==> config.mk <==
export PLATFORM = sky130hd
export DESIGN_NAME = hsv_to_rgb_pixel_converter
export DESIGN_NICKNAME = d
export VERILOG_FILES = /design/src/hdl/hsv_pkg.sv /design/src/hdl/hsv_cfg.sv /design/src/hdl/hsv_hue.sv /design/src/hdl/hsv_mix.sv /design/src/hdl/hsv_scale.sv /design/src/hdl/hsv_to_rgb_pixel_converter.sv
export VERILOG_INCLUDE_DIRS = /design/src /design/src/hdl
export SDC_FILE = /design/constraint.sdc
export NUM_CORES = 2
export LEC_CHECK = 0
export ABC_AREA = 1
export CORE_ASPECT_RATIO = 0.9
export CORE_MARGIN = 2
export CORE_UTILIZATION = 40
export CTS_CLUSTER_SIZE = 10
export DETAILED_ROUTE_END_ITERATION = 16
export DONT_BUFFER_PORTS = 1
export SKIP_LAST_GASP = 1
export SYNTH_ARGS = -nofsm -noshare
export SYNTH_HDL_FRONTEND = slang
export SYNTH_SLANG_ARGS = --single-unit
==> constraint.sdc <==
create_clock -name i_clk -period 8.5 [get_ports i_clk]
set_input_delay 1.7 -clock i_clk [delete_from_list [all_inputs] [get_ports i_clk]]
set_output_delay 1.7 -clock i_clk [all_outputs]
set_load 0.01 [all_outputs]
==> src/hdl/assert_macros.svh <==
`ifndef ASSERT_MACROS_SVH
`define ASSERT_MACROS_SVH

// condition holds at every clock edge out of reset
`define ASSERT_ALWAYS(label, expr, msg) \
    label: assert property (@(posedge i_clk) disable iff (!i_rst_n) (expr)) \
        else $error(msg);

// same-cycle implication
`define ASSERT_IMPLY(label, ante, cons, msg) \
    label: assert property (@(posedge i_clk) disable iff (!i_rst_n) (ante) |-> (cons)) \
        else $error(msg);

// next-cycle implication
`define ASSERT_NEXT(label, ante, cons, msg) \
    label: assert property (@(posedge i_clk) disable iff (!i_rst_n) (ante) |=> (cons)) \
        else $error(msg);

`endif

==> src/hdl/hsv_pkg.sv <==
`timescale 1ns / 1ps

package hsv_pkg;

    localparam int HUE_W     = 16;
    localparam int PCT_W     = 7;
    localparam int CFG_IDX_W = 2;
    localparam int DEG_W     = 9;
    localparam int WGT_W     = 6;
    localparam int VS_W      = 14;
    localparam int TERM_W    = 20;
    localparam int SCALE_W   = 18;
    localparam int CH_W      = 8;
    localparam int NSTAGE    = 7;

    localparam logic [PCT_W-1:0]  PCT_MAX   = 7'd100;
    localparam logic [VS_W-1:0]   VS_FULL   = 14'd10000;
    localparam logic [TERM_W-1:0] TERM_FULL = 20'd600000;
    localparam logic [TERM_W-1:0] DEG_SECTOR = 20'd60;
    localparam logic [TERM_W-1:0] VAL_SCALE  = 20'd6000;

    // hue / 360 as (hue * 46604) >> 24, exact for 16-bit hue
    localparam logic [HUE_W-1:0] RECIP_360    = 16'd46604;
    localparam int               RECIP_360_SH = 24;
    localparam logic [HUE_W-1:0] DEG_FULL     = 16'd360;

    // 255/600000 = 17/40000 = (17 / 64) / 625, and /625 as (n * 429497) >> 28
    localparam logic [23:0] SCALE_NUM    = 24'd17;
    localparam int          SCALE_PRE_SH = 6;
    localparam logic [18:0] RECIP_625    = 19'd429497;
    localparam int          RECIP_625_SH = 28;

    typedef enum logic [2:0] {
        SEC_RED_YEL = 3'd0,
        SEC_YEL_GRN = 3'd1,
        SEC_GRN_CYN = 3'd2,
        SEC_CYN_BLU = 3'd3,
        SEC_BLU_MAG = 3'd4,
        SEC_MAG_RED = 3'd5
    } t_sector;

    typedef enum logic [CFG_IDX_W-1:0] {
        CFG_SATURATION = 2'd0,
        CFG_BRIGHTNESS = 2'd1
    } t_cfg_idx;

    typedef struct packed {
        logic [VS_W-1:0]   vs;
        logic [TERM_W-1:0] chroma;
        logic [TERM_W-1:0] offset;
    } t_cfg_terms;

endpackage

==> src/hdl/hsv_cfg.sv <==
`timescale 1ns / 1ps
`include "assert_macros.svh"

module hsv_cfg (
    input  logic                          i_clk,
    input  logic                          i_rst_n,
    input  logic                          i_cfg_we,
    input  logic [hsv_pkg::CFG_IDX_W-1:0] i_cfg_idx,
    input  logic [hsv_pkg::PCT_W-1:0]     i_cfg_data,
    output hsv_pkg::t_cfg_terms           o_terms
);
    import hsv_pkg::*;

    logic [PCT_W-1:0]  r_sat, r_val, r_val_d;
    logic [PCT_W-1:0]  n_sat, n_val, w_clamped;
    logic [VS_W-1:0]   r_vs;
    logic [TERM_W-1:0] r_chroma, r_offset;
    logic [TERM_W-1:0] n_chroma, n_offset;

    assign w_clamped = (i_cfg_data > PCT_MAX) ? PCT_MAX : i_cfg_data;

    always_comb begin
        n_sat = r_sat;
        n_val = r_val;
        if (i_cfg_we) begin
            unique case (i_cfg_idx)
                CFG_SATURATION: n_sat = w_clamped;
                CFG_BRIGHTNESS: n_val = w_clamped;
                default: ;
            endcase
        end
    end

    // derived terms settle after a write: r_vs and r_val_d first, then r_chroma and r_offset
    assign n_chroma = TERM_W'(r_vs) * DEG_SECTOR;
    assign n_offset = TERM_W'(r_val_d) * VAL_SCALE - n_chroma;

    always_ff @(posedge i_clk) begin
        if (!i_rst_n) begin
            r_sat    <= PCT_MAX;
            r_val    <= PCT_MAX;
            r_val_d  <= PCT_MAX;
            r_vs     <= VS_FULL;
            r_chroma <= TERM_FULL;
            r_offset <= '0;
        end else begin
            r_sat    <= n_sat;
            r_val    <= n_val;
            r_val_d  <= r_val;
            r_vs     <= VS_W'(r_sat) * VS_W'(r_val);
            r_chroma <= n_chroma;
            r_offset <= n_offset;
        end
    end

    assign o_terms.vs     = r_vs;
    assign o_terms.chroma = r_chroma;
    assign o_terms.offset = r_offset;

    `ASSERT_ALWAYS(a_sat_clamped, r_sat <= PCT_MAX, "saturation above 100")
    `ASSERT_ALWAYS(a_val_clamped, r_val <= PCT_MAX, "brightness above 100")
    `ASSERT_ALWAYS(a_vs_range, r_vs <= VS_FULL, "v*s above full scale")
    `ASSERT_ALWAYS(a_terms_sum, (21'(r_chroma) + 21'(r_offset)) <= 21'(TERM_FULL),
        "chroma plus offset exceeds full scale")

endmodule

==> src/hdl/hsv_hue.sv <==
`timescale 1ns / 1ps

module hsv_hue (
    input  logic                       i_clk,
    input  logic [2:0]                 i_en,
    input  logic [hsv_pkg::HUE_W-1:0]  i_hue,
    output hsv_pkg::t_sector           o_sector,
    output logic [hsv_pkg::WGT_W-1:0]  o_weight
);
    import hsv_pkg::*;

    logic [2*HUE_W-1:0] w_prod;
    logic [7:0]         r_quot;
    logic [HUE_W-1:0]   r_hue;
    logic [HUE_W-1:0]   w_diff;
    logic [DEG_W-1:0]   r_deg;
    logic [6:0]         w_mod120;
    logic [5:0]         w_dist;
    t_sector            n_sector, r_sector;
    logic [WGT_W-1:0]   n_weight, r_weight;

    // quotient by reciprocal, no correction needed over the 16-bit range
    assign w_prod = (2*HUE_W)'(i_hue) * (2*HUE_W)'(RECIP_360);
    assign w_diff = r_hue - HUE_W'(r_quot) * DEG_FULL;

    always_comb begin
        if (r_deg < 9'd60) begin
            n_sector = SEC_RED_YEL;
        end else if (r_deg < 9'd120) begin
            n_sector = SEC_YEL_GRN;
        end else if (r_deg < 9'd180) begin
            n_sector = SEC_GRN_CYN;
        end else if (r_deg < 9'd240) begin
            n_sector = SEC_CYN_BLU;
        end else if (r_deg < 9'd300) begin
            n_sector = SEC_BLU_MAG;
        end else begin
            n_sector = SEC_MAG_RED;
        end

        if (r_deg >= 9'd240) begin
            w_mod120 = 7'(r_deg - 9'd240);
        end else if (r_deg >= 9'd120) begin
            w_mod120 = 7'(r_deg - 9'd120);
        end else begin
            w_mod120 = 7'(r_deg);
        end

        w_dist   = (w_mod120 >= 7'd60) ? 6'(w_mod120 - 7'd60) : 6'(7'd60 - w_mod120);
        n_weight = WGT_W'(6'd60 - w_dist);
    end

    always_ff @(posedge i_clk) begin
        if (i_en[0]) begin
            r_quot <= w_prod[RECIP_360_SH +: 8];
            r_hue  <= i_hue;
        end
        if (i_en[1]) begin
            r_deg <= w_diff[DEG_W-1:0];
        end
        if (i_en[2]) begin
            r_sector <= n_sector;
            r_weight <= n_weight;
        end
    end

    assign o_sector = r_sector;
    assign o_weight = r_weight;

endmodule

==> src/hdl/hsv_mix.sv <==
`timescale 1ns / 1ps

module hsv_mix (
    input  logic                       i_clk,
    input  logic [1:0]                 i_en,
    input  hsv_pkg::t_cfg_terms        i_terms,
    input  hsv_pkg::t_sector           i_sector,
    input  logic [hsv_pkg::WGT_W-1:0]  i_weight,
    output logic [hsv_pkg::TERM_W-1:0] o_sum_green,
    output logic [hsv_pkg::TERM_W-1:0] o_sum_red,
    output logic [hsv_pkg::TERM_W-1:0] o_sum_blue
);
    import hsv_pkg::*;

    logic [TERM_W-1:0] r_x;
    t_sector           r_sector;
    logic [TERM_W-1:0] w_r, w_g, w_b;
    logic [TERM_W-1:0] n_sum_green, n_sum_red, n_sum_blue;
    logic [TERM_W-1:0] r_sum_green, r_sum_red, r_sum_blue;

    always_comb begin
        unique case (r_sector)
            SEC_RED_YEL: begin
                w_r = i_terms.chroma; w_g = r_x;            w_b = '0;
            end
            SEC_YEL_GRN: begin
                w_r = r_x;            w_g = i_terms.chroma; w_b = '0;
            end
            SEC_GRN_CYN: begin
                w_r = '0;             w_g = i_terms.chroma; w_b = r_x;
            end
            SEC_CYN_BLU: begin
                w_r = '0;             w_g = r_x;            w_b = i_terms.chroma;
            end
            SEC_BLU_MAG: begin
                w_r = r_x;            w_g = '0;             w_b = i_terms.chroma;
            end
            SEC_MAG_RED: begin
                w_r = i_terms.chroma; w_g = '0;             w_b = r_x;
            end
            default: begin
                w_r = '0;             w_g = '0;             w_b = '0;
            end
        endcase
        n_sum_green = w_g + i_terms.offset;
        n_sum_red   = w_r + i_terms.offset;
        n_sum_blue  = w_b + i_terms.offset;
    end

    always_ff @(posedge i_clk) begin
        if (i_en[0]) begin
            r_x      <= TERM_W'(i_terms.vs) * TERM_W'(i_weight);
            r_sector <= i_sector;
        end
        if (i_en[1]) begin
            r_sum_green <= n_sum_green;
            r_sum_red   <= n_sum_red;
            r_sum_blue  <= n_sum_blue;
        end
    end

    assign o_sum_green = r_sum_green;
    assign o_sum_red   = r_sum_red;
    assign o_sum_blue  = r_sum_blue;

endmodule

==> src/hdl/hsv_scale.sv <==
`timescale 1ns / 1ps

module hsv_scale (
    input  logic                       i_clk,
    input  logic [1:0]                 i_en,
    input  logic [hsv_pkg::TERM_W-1:0] i_sum,
    output logic [hsv_pkg::CH_W-1:0]   o_byte
);
    import hsv_pkg::*;

    logic [23:0]        w_mul17;
    logic [SCALE_W-1:0] r_scaled;
    logic [36:0]        w_prod;
    logic [CH_W-1:0]    r_byte;

    // floor(sum*255/600000) = floor(floor(sum*17 / 64) / 625)
    assign w_mul17 = 24'(i_sum) * SCALE_NUM;
    assign w_prod  = 37'(r_scaled) * 37'(RECIP_625);

    always_ff @(posedge i_clk) begin
        if (i_en[0]) begin
            r_scaled <= w_mul17[SCALE_PRE_SH +: SCALE_W];
        end
        if (i_en[1]) begin
            r_byte <= w_prod[RECIP_625_SH +: CH_W];
        end
    end

    assign o_byte = r_byte;

endmodule

==> src/hdl/hsv_to_rgb_pixel_converter.sv <==
`timescale 1ns / 1ps
`include "assert_macros.svh"
// throughput: one pixel per cycle while the output accepts results
// stages: hue reciprocal, mod 360, sector and weight, v*s*weight, offset add, two scale steps
// a stalled output holds only the stages behind it that are full; bubbles are squeezed out
// reset (synchronous, active low) empties the pipeline and sets saturation and brightness to 100
module hsv_to_rgb_pixel_converter (
    input  logic                          i_clk,
    input  logic                          i_rst_n,
    input  logic                          i_valid,
    output logic                          o_ready,
    input  logic [hsv_pkg::HUE_W-1:0]     i_hue,
    output logic                          o_valid,
    input  logic                          i_ready,
    output logic [hsv_pkg::CH_W-1:0]      o_green,
    output logic [hsv_pkg::CH_W-1:0]      o_red,
    output logic [hsv_pkg::CH_W-1:0]      o_blue,
    input  logic                          i_cfg_we,
    input  logic [hsv_pkg::CFG_IDX_W-1:0] i_cfg_idx,
    input  logic [hsv_pkg::PCT_W-1:0]     i_cfg_data
);
    import hsv_pkg::*;

    logic [NSTAGE-1:0] r_vld, n_vld, w_adv;
    t_cfg_terms        w_terms;
    t_sector           w_sector;
    logic [WGT_W-1:0]  w_weight;
    logic [TERM_W-1:0] w_sum_green, w_sum_red, w_sum_blue;

    // a stage moves when it is empty or the one after it moves
    always_comb begin
        w_adv[NSTAGE-1] = !r_vld[NSTAGE-1] || i_ready;
        for (int k = NSTAGE - 2; k >= 0; k--) begin
            w_adv[k] = !r_vld[k] || w_adv[k+1];
        end
        n_vld = r_vld;
        if (w_adv[0]) begin
            n_vld[0] = i_valid;
        end
        for (int k = 1; k < NSTAGE; k++) begin
            if (w_adv[k]) begin
                n_vld[k] = r_vld[k-1];
            end
        end
    end

    always_ff @(posedge i_clk) begin
        if (!i_rst_n) begin
            r_vld <= '0;
        end else begin
            r_vld <= n_vld;
        end
    end

    assign o_ready = w_adv[0];
    assign o_valid = r_vld[NSTAGE-1];

    hsv_cfg u_cfg (
        .i_clk      (i_clk),
        .i_rst_n    (i_rst_n),
        .i_cfg_we   (i_cfg_we),
        .i_cfg_idx  (i_cfg_idx),
        .i_cfg_data (i_cfg_data),
        .o_terms    (w_terms)
    );

    hsv_hue u_hue (
        .i_clk    (i_clk),
        .i_en     (w_adv[2:0]),
        .i_hue    (i_hue),
        .o_sector (w_sector),
        .o_weight (w_weight)
    );

    hsv_mix u_mix (
        .i_clk       (i_clk),
        .i_en        (w_adv[4:3]),
        .i_terms     (w_terms),
        .i_sector    (w_sector),
        .i_weight    (w_weight),
        .o_sum_green (w_sum_green),
        .o_sum_red   (w_sum_red),
        .o_sum_blue  (w_sum_blue)
    );

    hsv_scale u_scale_green (
        .i_clk  (i_clk),
        .i_en   (w_adv[6:5]),
        .i_sum  (w_sum_green),
        .o_byte (o_green)
    );

    hsv_scale u_scale_red (
        .i_clk  (i_clk),
        .i_en   (w_adv[6:5]),
        .i_sum  (w_sum_red),
        .o_byte (o_red)
    );

    hsv_scale u_scale_blue (
        .i_clk  (i_clk),
        .i_en   (w_adv[6:5]),
        .i_sum  (w_sum_blue),
        .o_byte (o_blue)
    );

    `ASSERT_IMPLY(a_full_when_blocked, !o_ready, &r_vld, "input blocked with a free stage")
    `ASSERT_NEXT(a_transfer_enters, i_valid && o_ready, r_vld[0], "accepted pixel lost")
    `ASSERT_NEXT(a_output_held, o_valid && !i_ready,
        o_valid && $stable(o_green) && $stable(o_red) && $stable(o_blue), "result changed in stall")

endmodule

==> flow_summary.yaml <==
logic_synthesis:
  synthDistinctLibCells: 51
  synth_area_leaders: "fa_1, ha_1, edfxtp_1, inv_1, nand2_1"
  synth_ff_type: "edfxtp_1"
  ys_seq_elements: 271
  synth_edf_count: 194
  synth_adder_area_share: 0.490
  synth_top_cell_area_share: 0.254
  yosys_warnings: 0
  synth_nets: 6324
  ys_top_cells_by_count: "inv_1, ha_1, nand2_1"
  muxShareOfSynthArea: 0
  synth_top_area_cell: "fa_1"
  synthCells: 4907
  syn_area_um2: 43900
  yosysMostFrequentCell: "inv_1"
  syn_area_per_cell_um2: 8.95
  synth-simple-area-share: 0.101
  async_reset_ff_frac: 0
  synth-compound-area-share: 0.0904
  yosysSeqAreaShare: 0.168
  synthXorXnorAreaFrac: 0.0421
  synth_top_family_by_area: "adder cells"
cells_and_area:
  drive_gt1_frac: 0.0182
  insertedDiodeCount: 0
  syn_to_final_growth_pct: 6.82
  fillers: 10800
  nNetsFinal: 6330
critical_path:
  cpMostUsedCell: "inv_1"
  cp-end-kind: "register"
  critPathMaxStageDelay_ps: 560
  r2r_start: "u_cfg.r_val_d[5]$_SDFF_PN1_"
  slowest_stage: "fa_1"
  path_max_fanout: 5
  crit_required_ps: 8990
  worstSetupPathType: "register to register"
  crit_arrival_ps: 6210
  start_kind: "register"
  cp-startpoint: "u_cfg.r_val_d[5]$_SDFF_PN1_"
sta:
  hold_violations: 0
  rsz0062_at_grt: "false"
  fin_crit_sh: 0.673
  skew_ps: 35.4
  setup_viol: 0
  period_needed_ps: 5720
  fin_setup_tns_ps: 0
  relSlewSlack: 0.242
  fmax_ghz: 0.175
  worstMarginPinSlew_ps: 1140
  drv_slew: 0
floorplan:
  fp-row-count: 115
  dieArea_um2: 112000
  design.core.area_um2: 109000
  die_h_um: 318
  die_x_um: 353
  start_util: 0.403
  num_io_pins: 56
clocking:
  clock_path_buffers: 3
  ctsHoldBuffers: 0
  ctsResizeCount: 0
  clkSlewWorstSetupHoldPaths_ps: 60
  cts_sinks: 271
  cts_setup_buffers: 0
  cts_root_buffer: "clkbuf_16"
  cts-htree-levels: 2
  cts_buffers: 39
  cts_tree: "yes"
  insertion_delay_ps: 610
routing:
  wl_met2_um: 45200
  vias: 31200
  wl_met1_um: 48000
  drt_iter0_markers: 1599
  avgRoutedWirePerCell_um: 15.5
  vias_per_cell: 4.87
  highest_layer: "met4"
  drt_first_pass_iters: 6
  wl_um: 99000
  drc_errors: 0
  final_antenna_net_count: 0
  met3_length_um: 4210
grt:
  antenna_found_initial: 0
  grt_overflow: 0
  grt_pass1_wl_um: 165000
  grt_max_degree: 63
  grt_pass1_vias: 32500
  gr-usage-all-layers: 0.180
outcome:
  status: "complete, no violations"
min_path:
  hold_path_class: "register to register"
  worstHoldStart: "u_hue.o_sector[2]$_SDFFCE_PP0P_"
placement:
  dpl.hpwl_um: 85100
  portBuffers: 0
  place_congestion: 0.923
flow_run:
  maxCapViolCount: 0
==> routing by layer <==
layer	vias to the layer above	global-route usage
li1	15700	-
met1	14900	0.252
met2	516	0.297
met3	105	0.0268
met4	0	0.0347
met5	-	0
==> area by class of cell <==
class,instances,area (um2),area share
clock buffer,50,1040,0.0221
clock inverter,16,240,0.00512
inverter,1222,4590,0.0978
multi-input combinational,3373,31800,0.678
sequential,271,7370,0.157
tap,1462,1830,0.0390
timing repair buffer,6,45.0,0.000960
==> layout by cell type, fill, tap and decap left out, drive strengths merged, types with 3 or more instances in the layout <==
cell type and count:
a211oi 11, a21boi 12, a21o 25, a21oi 323, a31oi 21, and2 3, buf 6, bufinv 5
clkbuf 50, clkinv 5, dfxtp 77, edfxtp 194, fa 558, ha 829, inv 1226, nand2 648
nand3 116, nand4 33, nor2 204, nor3 50, nor4 10, o2111ai 6, o211ai 7, o21a 21
o21ai 175, o21bai 14, o22ai 55, o311ai 4, o31ai 17, or2 5, xnor2 56, xor2 155
==> critical path: cells and delay by family (launching register included) <==
family / cells / cell delay, ps
DFF: 1 / 430
xor gates and xnor gates: 1 / 160
AOI/OAI and AO/OA: 3 / 740
buffers and inverters: 6 / 400
adders and majority gates: 6 / 2770
and+or+nand+nor: 10 / 1120
==> stage by stage <==
step	instance area [um2]	setup WS [ps]	std cells	util	hold WS (ps)
5_1_grt	46900	2410	6400	0.430	444
6_report	46900	2780	6400	0.430	426
3_3_place_gp	45600	2500	6334	0.419	407
4_1_cts	46900	2760	6400	0.430	428
2_1_floorplan	43900	530	4907	-	400
3_5_place_dp	45600	2500	6334	0.419	411
==> worst paths after layout <==
| check | to | slack, ps | depth (start not counted) |
|---|---|---|---|
| setup / recovery | u_cfg.r_offset[19]$_SDFF_PN0_ | 2780 | 26 |
| hold / removal | u_mix.r_sector[2]$_DFFE_PP_ | 430 | 0 |
| setup reg to reg | u_cfg.r_offset[19]$_SDFF_PN0_ | 2780 | 26 |
| hold reg to reg | u_mix.r_sector[2]$_DFFE_PP_ | 430 | 0 |
==> logic make-up (layout without fill, tap and decap cells) <==
kind of cell,after synthesis,count (layout)
xor+xnor,211,211
compound gates,702,702
fa+ha+maj,1387,1387
buf+inv,1263,1294
flops,271,271
simple gates,1073,1073
==> sequential cells by signal (all words and copies together) (netlist names), 6 cells and up <==
name and cells:
u_mix.o_sum_red 20, u_mix.o_sum_green 20, u_cfg.r_sat 7, r_vld 7, u_hue.r_deg 9, u_scale_red.r_scaled 18, u_mix.r_x 20, u_cfg.r_val 7
u_cfg.r_vs 14, u_scale_blue.r_scaled 18, u_cfg.r_offset 17, u_scale_green.r_scaled 18, u_scale_blue.o_byte 8, u_hue.o_weight 6, u_scale_green.o_byte 8, u_mix.o_sum_blue 20
u_cfg.r_val_d 7, u_cfg.r_chroma 18, u_scale_red.o_byte 8, u_hue.r_quot 6, u_hue.r_hue 9
Power is not shown: default switching activity piles up to over one toggle a cycle in this logic, so the estimate is an artifact.
